**src/hdl/bpgc_pkg.sv**
```systemverilog
// Package for the button press gesture classifier.
// Holds the timer width, phase and gesture codes, shared types and timer helpers.
// No dependencies.
package bpgc_pkg;

    localparam int TIMER_BITS = 16;
    localparam int DEB_W      = 8;
    localparam int LIM_W      = 16;
    localparam int CMP_W      = (TIMER_BITS > LIM_W) ? TIMER_BITS : LIM_W;
    localparam int KIND_W     = 2;
    localparam int CFG_IDX_W  = 2;
    localparam int CFG_DATA_W = 16;

    typedef logic [TIMER_BITS-1:0] t_timer;
    typedef logic [KIND_W-1:0]     t_kind;
    typedef logic [CFG_IDX_W-1:0]  t_cfg_idx;

    localparam t_timer TIMER_MAX = '1;

    localparam t_kind KIND_SINGLE = 2'd0;
    localparam t_kind KIND_DOUBLE = 2'd1;
    localparam t_kind KIND_LONG   = 2'd2;

    localparam t_cfg_idx CFG_DEBOUNCE = 2'd0;
    localparam t_cfg_idx CFG_LONG     = 2'd1;
    localparam t_cfg_idx CFG_WINDOW   = 2'd2;

    localparam logic [DEB_W-1:0] DEBOUNCE_RESET = 8'd50;
    localparam logic [LIM_W-1:0] LONG_RESET     = 16'd1500;
    localparam logic [LIM_W-1:0] WINDOW_RESET   = 16'd400;

    typedef enum logic [5:0] {
        PH_IDLE      = 6'b000001,
        PH_DEBOUNCE  = 6'b000010,
        PH_HELD      = 6'b000100,
        PH_WINDOW    = 6'b001000,
        PH_DEBOUNCE2 = 6'b010000,
        PH_RELEASE   = 6'b100000
    } t_phase;

    typedef struct packed {
        t_phase phase;
        t_timer elapsed;
    } t_state;

    typedef struct packed {
        logic [DEB_W-1:0] debounce_ticks;
        logic [LIM_W-1:0] long_press_ticks;
        logic [LIM_W-1:0] double_window_ticks;
    } t_cfg;

    typedef struct packed {
        logic  valid;
        t_kind kind;
    } t_result;

    function automatic t_timer timer_inc(input t_timer value);
        t_timer res;
        res = (value == TIMER_MAX) ? TIMER_MAX : value + t_timer'(1);
        return res;
    endfunction

    // The count has reached a limit once it meets the limit or the timer ceiling.
    function automatic logic timer_reached(input t_timer value,
                                           input logic [LIM_W-1:0] limit);
        logic [CMP_W-1:0] v_ext;
        logic [CMP_W-1:0] l_ext;
        v_ext = CMP_W'(value);
        l_ext = CMP_W'(limit);
        return (v_ext >= l_ext) || (value == TIMER_MAX);
    endfunction

endpackage

```
**src/hdl/bpgc_if.sv**
```systemverilog
// Channel interfaces for the button press gesture classifier.
// Depends on bpgc_pkg for the gesture code type.
interface bpgc_tick_if;
    logic valid;
    logic ready;
    logic button_level;
    logic press_edge;

    modport source (output valid, output button_level, output press_edge, input ready);
    modport sink   (input valid, input button_level, input press_edge, output ready);
endinterface

interface bpgc_gesture_if;
    logic               valid;
    logic               ready;
    bpgc_pkg::t_kind    gesture_kind;

    modport source (output valid, output gesture_kind, input ready);
    modport sink   (input valid, input gesture_kind, output ready);
endinterface

```
**src/hdl/bpgc_step.sv**
```systemverilog
// Next-state and result logic for one tick of the gesture classifier.
// Depends on bpgc_pkg for the state, configuration and result types.
module bpgc_step (
    input  bpgc_pkg::t_state  i_state,
    input  bpgc_pkg::t_cfg    i_cfg,
    input  logic              i_button_level,
    input  logic              i_press_edge,
    output bpgc_pkg::t_state  o_state,
    output bpgc_pkg::t_result o_result
);
    import bpgc_pkg::*;

    t_timer inc;
    logic   deb_done;
    logic   win_done;
    logic   long_done;

    assign inc       = timer_inc(i_state.elapsed);
    assign deb_done  = timer_reached(inc, LIM_W'(i_cfg.debounce_ticks));
    assign win_done  = timer_reached(inc, i_cfg.double_window_ticks);
    assign long_done = timer_reached(i_state.elapsed, i_cfg.long_press_ticks);

    always_comb begin
        o_state         = i_state;
        o_result.valid  = 1'b0;
        o_result.kind   = KIND_SINGLE;
        unique case (i_state.phase)
            PH_IDLE: begin
                if (i_press_edge) begin
                    o_state.phase   = PH_DEBOUNCE;
                    o_state.elapsed = '0;
                end
            end
            PH_DEBOUNCE: begin
                o_state.elapsed = inc;
                if (deb_done) begin
                    o_state.phase   = i_button_level ? PH_IDLE : PH_HELD;
                    o_state.elapsed = '0;
                end
            end
            PH_HELD: begin
                if (i_button_level) begin
                    o_state.phase   = PH_WINDOW;
                    o_state.elapsed = '0;
                end else if (long_done) begin
                    o_result.valid  = 1'b1;
                    o_result.kind   = KIND_LONG;
                    o_state.phase   = PH_RELEASE;
                    o_state.elapsed = '0;
                end else begin
                    o_state.elapsed = inc;
                end
            end
            PH_WINDOW: begin
                if (i_press_edge) begin
                    o_result.valid  = 1'b1;
                    o_result.kind   = KIND_DOUBLE;
                    o_state.phase   = PH_DEBOUNCE2;
                    o_state.elapsed = '0;
                end else if (win_done) begin
                    o_result.valid  = 1'b1;
                    o_result.kind   = KIND_SINGLE;
                    o_state.phase   = PH_IDLE;
                    o_state.elapsed = '0;
                end else begin
                    o_state.elapsed = inc;
                end
            end
            PH_DEBOUNCE2: begin
                o_state.elapsed = inc;
                if (deb_done) begin
                    o_state.phase   = PH_RELEASE;
                    o_state.elapsed = '0;
                end
            end
            PH_RELEASE: begin
                if (i_button_level) begin
                    o_state.phase   = PH_IDLE;
                    o_state.elapsed = '0;
                end
            end
            default: begin
                o_state.phase   = PH_IDLE;
                o_state.elapsed = '0;
            end
        endcase
    end

endmodule

```
**src/hdl/button_press_gesture_classifier.sv**
```systemverilog
// Top level of the button press gesture classifier.
// Depends on bpgc_pkg, the channel interfaces in bpgc_if.sv and bpgc_step.
//
// Usage: each transfer on i_tick is one 1 ms tick carrying the sampled
// active-low button level and a press-edge flag. The block tracks debounce,
// hold, double-press window and release phases, and emits a gesture code on
// o_gesture: single, double or long press. Most ticks produce no transfer.
// The three timing registers are written through i_cfg_we, i_cfg_index and
// i_cfg_data; the user must do so only while the block is idle, which the
// block does not enforce. An index beyond the last register is ignored.
// A gesture is registered in the result register, or in the skid buffer
// while the receiver stalls. Throughput: one tick per cycle while the skid
// buffer is empty, set by the single state register update per tick.
// Reset: the phase returns to idle, the timer clears, the registers take their
// defaults of 50, 1500 and 400 ticks, and no gesture is pending.
// Stall: a result register and a one-entry skid buffer hold gestures while the
// receiver stalls; i_tick.ready drops only when both are full.
module button_press_gesture_classifier (
    input  logic                                i_clk,
    input  logic                                i_rst_n,
    input  logic                                i_cfg_we,
    input  bpgc_pkg::t_cfg_idx                  i_cfg_index,
    input  logic [bpgc_pkg::CFG_DATA_W-1:0]     i_cfg_data,
    bpgc_tick_if.sink                           i_tick,
    bpgc_gesture_if.source                      o_gesture
);
    import bpgc_pkg::*;

    t_cfg    r_cfg;
    t_state  r_state;
    t_state  n_state;
    t_result step_res;
    logic    r_out_valid;
    logic    n_out_valid;
    t_kind   r_out_kind;
    t_kind   n_out_kind;
    logic    r_skid_valid;
    logic    n_skid_valid;
    t_kind   r_skid_kind;
    t_kind   n_skid_kind;
    logic    accept;
    logic    res_valid;
    logic    out_take;

    bpgc_step u_step (
        .i_state        (r_state),
        .i_cfg          (r_cfg),
        .i_button_level (i_tick.button_level),
        .i_press_edge   (i_tick.press_edge),
        .o_state        (n_state),
        .o_result       (step_res)
    );

    assign i_tick.ready           = !r_skid_valid;
    assign accept                 = i_tick.valid && !r_skid_valid;
    assign res_valid              = accept && step_res.valid;
    assign out_take               = r_out_valid && o_gesture.ready;
    assign o_gesture.valid        = r_out_valid;
    assign o_gesture.gesture_kind = r_out_kind;

    always_ff @(posedge i_clk) begin
        if (!i_rst_n) begin
            r_cfg.debounce_ticks      <= DEBOUNCE_RESET;
            r_cfg.long_press_ticks    <= LONG_RESET;
            r_cfg.double_window_ticks <= WINDOW_RESET;
        end else if (i_cfg_we) begin
            unique case (i_cfg_index)
                CFG_DEBOUNCE: r_cfg.debounce_ticks      <= i_cfg_data[DEB_W-1:0];
                CFG_LONG:     r_cfg.long_press_ticks    <= i_cfg_data[LIM_W-1:0];
                CFG_WINDOW:   r_cfg.double_window_ticks <= i_cfg_data[LIM_W-1:0];
                default: begin
                end
            endcase
        end
    end

    always_ff @(posedge i_clk) begin
        if (!i_rst_n) begin
            r_state.phase   <= PH_IDLE;
            r_state.elapsed <= '0;
        end else if (accept) begin
            r_state <= n_state;
        end
    end

    always_comb begin
        n_out_valid  = r_out_valid;
        n_out_kind   = r_out_kind;
        n_skid_valid = r_skid_valid;
        n_skid_kind  = r_skid_kind;
        if (!r_out_valid || out_take) begin
            if (r_skid_valid) begin
                n_out_valid  = 1'b1;
                n_out_kind   = r_skid_kind;
                n_skid_valid = 1'b0;
            end else begin
                n_out_valid = res_valid;
                n_out_kind  = step_res.kind;
            end
        end else if (res_valid) begin
            n_skid_valid = 1'b1;
            n_skid_kind  = step_res.kind;
        end
    end

    always_ff @(posedge i_clk) begin
        if (!i_rst_n) begin
            r_out_valid  <= 1'b0;
            r_skid_valid <= 1'b0;
        end else begin
            r_out_valid  <= n_out_valid;
            r_skid_valid <= n_skid_valid;
        end
        r_out_kind  <= n_out_kind;
        r_skid_kind <= n_skid_kind;
    end

endmodule
```
**src/flat_wrapper.sv**
```systemverilog
// flat-port wrapper written by rule: the top's interface ports become plain ports
module button_press_gesture_classifier_flat import bpgc_pkg::*;
  (i_clk, i_rst_n, i_cfg_we, i_cfg_index, i_cfg_data, i_tick_valid, i_tick_button_level, i_tick_press_edge, i_tick_ready, o_gesture_valid, o_gesture_gesture_kind, o_gesture_ready);
  bpgc_tick_if i_tick_i ();
  bpgc_gesture_if o_gesture_i ();
  input  logic i_clk;
  input  logic i_rst_n;
  input  logic i_cfg_we;
  input  bpgc_pkg::t_cfg_idx i_cfg_index;
  input  logic [bpgc_pkg::CFG_DATA_W-1:0] i_cfg_data;
  input wire logic [$bits(i_tick_i.valid)-1:0] i_tick_valid;
  input wire logic [$bits(i_tick_i.button_level)-1:0] i_tick_button_level;
  input wire logic [$bits(i_tick_i.press_edge)-1:0] i_tick_press_edge;
  output wire logic [$bits(i_tick_i.ready)-1:0] i_tick_ready;
  output wire logic [$bits(o_gesture_i.valid)-1:0] o_gesture_valid;
  output wire logic [$bits(o_gesture_i.gesture_kind)-1:0] o_gesture_gesture_kind;
  input wire logic [$bits(o_gesture_i.ready)-1:0] o_gesture_ready;
  assign i_tick_i.valid = i_tick_valid;
  assign i_tick_i.button_level = i_tick_button_level;
  assign i_tick_i.press_edge = i_tick_press_edge;
  assign i_tick_ready = i_tick_i.ready;
  assign o_gesture_valid = o_gesture_i.valid;
  assign o_gesture_gesture_kind = o_gesture_i.gesture_kind;
  assign o_gesture_i.ready = o_gesture_ready;
  button_press_gesture_classifier u_core (.i_clk(i_clk), .i_rst_n(i_rst_n), .i_cfg_we(i_cfg_we), .i_cfg_index(i_cfg_index), .i_cfg_data(i_cfg_data), .i_tick(i_tick_i), .o_gesture(o_gesture_i));
endmodule
```
**config.mk**
```make
export PLATFORM = sky130hd
export DESIGN_NAME = button_press_gesture_classifier_flat
export DESIGN_NICKNAME = d
export VERILOG_FILES = /design/src/hdl/bpgc_pkg.sv /design/src/hdl/bpgc_if.sv /design/src/hdl/bpgc_step.sv /design/src/hdl/button_press_gesture_classifier.sv /design/src/flat_wrapper.sv
export SDC_FILE = /design/constraint.sdc
export NUM_CORES = 1
export LEC_CHECK = 0
export BUFFER_PORTS_ARGS = -buffer_cell sky130_fd_sc_hd__clkbuf_2
export CAP_MARGIN = 20
export CORE_ASPECT_RATIO = 0.7
export CORE_UTILIZATION = 45
export CTS_CLUSTER_SIZE = 8
export DETAILED_ROUTE_END_ITERATION = 8
export HOLD_SLACK_MARGIN = 0.02
export PLACE_DENSITY_LB_ADDON = 0.3
export SYNTH_ARGS = -nofsm -noshare
export SYNTH_HDL_FRONTEND = slang
export SYNTH_SLANG_ARGS = --single-unit
```
**constraint.sdc**
```tcl
create_clock -name i_clk -period 3.4 [get_ports i_clk]
set_input_delay 0.34 -clock i_clk [delete_from_list [all_inputs] [get_ports i_clk]]
set_output_delay 0.34 -clock i_clk [all_outputs]
set_load 0.05 [all_outputs]
```
# Yosys cells after proc, flatten, opt, wreduce, memory -nomap -nowiden
# Cells that the tools add are included.
totals:
  reg_bits: 68
  mem_bits_ro: 0
  mem_bits_rw: 0
  mem_count: 0
  elab_cells: 68
  latch_bits: 0
op_classes:
  n_eq_ne: 16
  n_div: 0
  mux: 20
  reduce_logical: 17
  shifts: 0
  mul: 0
  add_sub_neg: 1
  bitwise: 2
  order_cmp: 3
op_table:
  columns: ["op", "n"]
  rows:
  - ["$mux 22", 6]
  - ["$pmux 22 s6", 1]
  - ["$mux 16", 3]
  - ["$eq 16x16->1 const B", 2]
  - ["$ge 16x16->1", 2]
  - ["$add 16x1->16 const B", 1]
  - ["$ge 16x8->1", 1]
  - ["$mux 3", 5]
  - ["$mux 6", 2]
  - ["$ne 2x2->1 const B", 4]
  - ["$reduce_and 2->1", 4]
  - ["$reduce_and 7->1", 1]
  - ["$eq 6x1->1 const B", 1]
  - ["$eq 6x2->1 const B", 1]
  - ["$eq 6x3->1 const B", 1]
  - ["$eq 6x4->1 const B", 1]
  - ["$eq 6x5->1 const B", 1]
  - ["$eq 6x6->1 const B", 1]
  - ["$ne 3x3->1 const B", 2]
  - ["$pmux 3 s2", 1]
  - ["$logic_or 1x1->1", 4]
  - ["$logic_and 1x1->1", 3]
  - ["$reduce_and 3->1", 1]
  - ["$eq 2x1->1 const B", 1]
  - ["7 further kinds", 9]

# Depth between registers and ports, before layout
depth:
  word_depth: 9
  ltp_mapped: 14

# By module
# Synthesis repeated with hierarchy kept, for this count alone.
hier_totals:
  cells_unflattened: 589
  area_unflattened_um2: 4684.5
by_module_without_submodules:
  columns: ["module", "area_each_um2", "n_inst", "seq_area_each_um2", "cells_each"]
  rows:
  - ["button_press_gesture_classifier", 2469.9, 1, 1401.3, 271]
  - ["bpgc_step", 2214.6, 1, 0.0, 318]

# Worst setup path after synthesis
# No wires, ideal clock.
synth_timing:
  path_type: "reg-to-reg"
  start: "register u_core.r_state[0] (netlist bit)"
  end: "register u_core.r_state[19] (netlist bit)"
  period_less_slack_ns: 3.691
  slack_ns: -0.291
  setup_ns: 0.071
  n_path_buf: 2
  required_ns: 3.329
  path_stages_with_launch: 15
  arrival_time_ns: 3.621
  cell_sequence: "dfxtp_1 ha_1 nand3_4 or4_1 clkbuf_1 nand2_1 ha_1 a211oi_1 nor2_1 nor4_1 nand3_1 o32ai_2 clkbuf_1 o21ai_0 a21oi_1"
synth_between:
  elab_chain_len: 6
  word_cells_on_any_way: 15
  classes_between: "add/sub: 1; order compare: 3; eq/ne: 6; mux: 1; reduce/logical: 4"
synth_lines:
  columns: ["item", "line_no", "rtl"]
  rows:
  - ["start: declaration", "button_press_gesture_classifier.sv:30", "t_state r_state;"]
  - ["start signal: assignment", "button_press_gesture_classifier.sv:82", "r_state <= n_state;"]
  - ["$add 16x1->16 or $eq 16x16->1 (tied branches)", "bpgc_pkg.sv:59, bpgc_pkg.sv:70", null]
  - ["$mux 16", "bpgc_pkg.sv:59", "res = (value == TIMER_MAX) ? TIMER_MAX : value + t_timer'(1);"]
  - ["$ge 16x16->1 (tied with other cells)", "bpgc_pkg.sv:70", "return (v_ext >= l_ext) || (value == TIMER_MAX);"]
  - ["$logic_or 1x1->1", "bpgc_pkg.sv:70", null]
  - ["$ne 3x3->1 (no line) or $ne 2x2->1 (tied branches)", null, null]
  - ["$reduce_and 7->1 (no line) *", null, null]
# Every way passes the cells marked *; elsewhere a longest branch is shown, timed or not.
# A chain may end at the register's enable or synchronous reset.

# Worst setup path in the final report
layout_timing:
  start: "register u_core.r_state[8] (netlist bit)"
  end: "register u_core.r_state[19] (netlist bit)"
# The elaborated chain is that of the path after synthesis.

==> results.toml <==
[layout]
multi_input_area_mm2 = 0.00303
fin_util_pct = 62.8
n_fill_cell = 771
n_antenna_cell = 0
mostFrequentLayoutCell = "nand2_1"
mostFrequentLayoutCells = "108 x nand2_1, 53 x inv_1, 51 x buf_4, 50 x dfxtp_1, 40 x a21oi_1"
final_nets = 704
drive_above_1_share_pct = 28.3
regArea_mm2 = 0.00142
areaGrowthSynthToFinish_pct = 31.7

[pwr]
p_switching_uw = 487
pwr-share-clk_pct = 51.6
seqPwrFrac_pct = 40.1
p_int_uw = 1600
power_leakage_uw = 0.00259
vdd_drop_max_v = 0.000310
p_sw_share_pct = 23.3
combPwrFrac_pct = 8.3
power_density_mw_per_mm2 = 357

[placed_design]
gp_congestion = 0.909
portBuffers = 28
dp_hpwl_um = 9570

[sta]
setup_viol = 6
slew_viol_final = 0
fmaxAchievable_mhz = 292
period_share_pct = 101
rsz0062_at_grt = "true"
timing.slew.headroom_pct = 44.7
skew_ns = 0.00633
tightest_slew_ns = 0.829
tns_ns = -0.0702
whs_ns = 0.235
final_hold_viol_count = 0
setup_slack_ns = -0.0206
fin_crit_ns = 3.42

[critical_path]
crit_type = "flop to flop"
crit_buf_inv = 5
arrival_ns = 3.69
cp.required_ns = 3.67
rrSetupSlack_ns = -0.02
critPathCaptureType = "flop"
crit_fanout = 6
reg2reg_to = "u_core.r_state[19]$_SDFFE_PN0P_"
cp_common_cell = "buf_4"
max_stage_delay_ns = 0.57
crit_slowest_cell = "or4_4"
path_cells = "nand4_4, buf_6, or4_4, buf_8, buf_4, nand3_2, ha_1, a21oi_2, o21ai_0, a31oi_1, buf_4, nand4_1, o221ai_2, buf_4, or4_4, a21oi_2"
cp_top_family = "simple AND/OR/NAND/NOR gates"
reg2reg_depth = 16
r2r_start = "u_core.r_state[8]$_SDFFE_PN0P_"
start_kind = "flop"

[die]
io_pins = 29
die_area_mm2 = 0.0103
die_x_um = 121
initial_core_util_pct = 47.7
core_area_mm2 = 0.00933
rows = 29
dieHeight_um = 85.2

[run_status]
status = "complete, but fails checks"
violations = "negative setup slack"

[route]
wl_met2_um = 6010
drt_iter0_markers = 404
dr.max_layer_used = "met4"
wl_per_cell_um = 18.0
vias_per_cell = 5.83
dr.pass1.iters = 5
vias = 4466
wl_met1_um = 6440
route.met3.wl_um = 1130
ant_nets = 0
routed_wl_um = 13800
drc = 0

[clocking]
cts-buffers-inserted = 9
cts_tree = "built"
htreeDepth = 3
clkSinkCount = 68
clockBufferDepth = 2
clk_pin_slew_ns = 0.06
hold_buffers = 0
cts_root_buf = "clkbuf_16"
worst_skew_pair.late_latency_ns = 0.34

[synth]
syn-num-nets = 625
synth_ff_type = "dfxtp_1"
yosys_warnings = 0
synth_area_mm2 = 0.00445
synth_area_per_cell_um2 = 7.95
seq_area_frac_synth_pct = 31.5
postSynthCellCount = 559
ys_ff_latch = 68
synthArstFlopShare_pct = 0
synth_edf_count = 4
yosysUniqueCellTypes = 65

[grt]
grt_pass1_wl_um = 20800
grt_overflow = 0
first_global_vias = 4061
grt_max_degree = 38
grt_usage_pct = 26.3
antenna_found_initial = 0

[worst_hold_path]
hold_path_end = "u_core.r_cfg[27]$_SDFFE_PN0P_"
hold_path_depth = 3
holdCritStartpoint = "i_cfg_data[11]"
hold_class = "input port to flop"

[flow_run]
cap_violations = 0
[through the flow]
| stage | worst slack, ns | total power (µW) | area [µm²] | cells |
|---|---|---|---|---|
| floorplan | 0.0548 | 955 | 4480 | 559 |
| global placement | -0.0490 | 1010 | 4980 | 729 |
| detailed placement | -0.0818 | 1010 | 4980 | 729 |
| CTS | -0.0134 | 2090 | 5360 | 746 |
| global route | -0.117 | 2150 | 5860 | 766 |
| finish | -0.0206 | 2090 | 5860 | 766 |
[worst min-delay path, delay by kind of cell]
family,cells,cell delay (ns)
buffers and inverters,1,0.09
AO/OA/AOI/OAI,1,0.05
AND/OR/NAND/NOR,1,0.05
[timing repair]
action,in CTS,in global routing
setup endpoints to repair,21,26
pin swaps,3,40
gates cloned,0,2
buffers inserted,2,18
gates resized for setup,6,72
[routing by layer]
metal  GRT usage [%]  vias up
li1                -     2154
met1            38.7     2098
met2            37.8      195
met3            5.04       19
met4            9.54        0
met5               0        -
[state kept, by name, indices dropped and copies added (netlist names)]
signal / flops
u_core.r_cfg: 40
u_core.r_state: 22
u_core.o_gesture.gesture_kind: 2
u_core.r_skid_kind: 2
u_core.o_gesture.valid: 1
u_core.r_skid_valid: 1
[Yosys cell counts (10+ instances only)]
cell type / instances / area, µm²
nor3_1: 10 / 50.1
o211ai_1: 26 / 195
a21oi_1: 43 / 215
o21ai_0: 17 / 85.1
a211oi_1: 10 / 75.1
nand3_1: 11 / 55.1
ha_1: 41 / 513
clkbuf_1: 14 / 52.6
inv_1: 54 / 203
xnor2_1: 10 / 87.6
nor2_1: 21 / 78.8
dfxtp_1: 64 / 1280
nand2_1: 114 / 428
[cell type report]
cell class | instances | share of cell area (%)
multi-input combinational | 412 | 51.7
sequential | 68 | 24.3
timing repair buffer | 92 | 12.0
clock buffer | 9 | 3.85
inverter | 55 | 3.57
tap | 124 | 2.65
clock inverter | 6 | 1.92
[cell families (layout without fill, tap and decap cells)]
logic type	count (synthesis)	count (layout)	share of synthesized area, %
AND/OR/NAND/NOR	216	216	25.5
AO/OA/AOI/OAI	138	138	20.7
multiplexers	5	5	1.21
XOR/XNOR	12	12	2.36
flip-flops	68	68	31.5
buffers and inverters	79	162	7.20
adder cells (fa/ha/maj)	41	41	11.5
[how the worst max path moves through the flow]
stage | start | endpoint | slack [ns] | cells after the start
global route | u_core.r_state[8]$_SDFFE_PN0P_ | u_core.r_state[10]$_SDFFE_PN0P_ | -0.12 | 16
floorplan | u_core.r_state[0]$_SDFFE_PN0P_ | u_core.r_state[16]$_SDFFE_PN1P_ | 0.05 | 13
global placement | u_core.r_state[3]$_SDFFE_PN0P_ | u_core.r_state[6]$_SDFFE_PN0P_ | -0.05 | 13
detailed placement | u_core.r_state[2]$_SDFFE_PN0P_ | u_core.r_state[5]$_SDFFE_PN0P_ | -0.08 | 13
finish | u_core.r_state[8]$_SDFFE_PN0P_ | u_core.r_state[19]$_SDFFE_PN0P_ | -0.02 | 16
CTS | u_core.r_state[7]$_SDFFE_PN0P_ | u_core.r_state[19]$_SDFFE_PN0P_ | -0.01 | 13
[power by group through the flow]
stage | registers (µW) | clock network (µW) | logic [µW]
floorplan | 850 | 0 | 105
global placement | 855 | 0 | 152
detailed placement | 856 | 0 | 157
CTS | 838 | 1090 | 159
global route | 841 | 1120 | 191
finish | 838 | 1080 | 174
No activity file was read; power rests on OpenSTA's default activity.
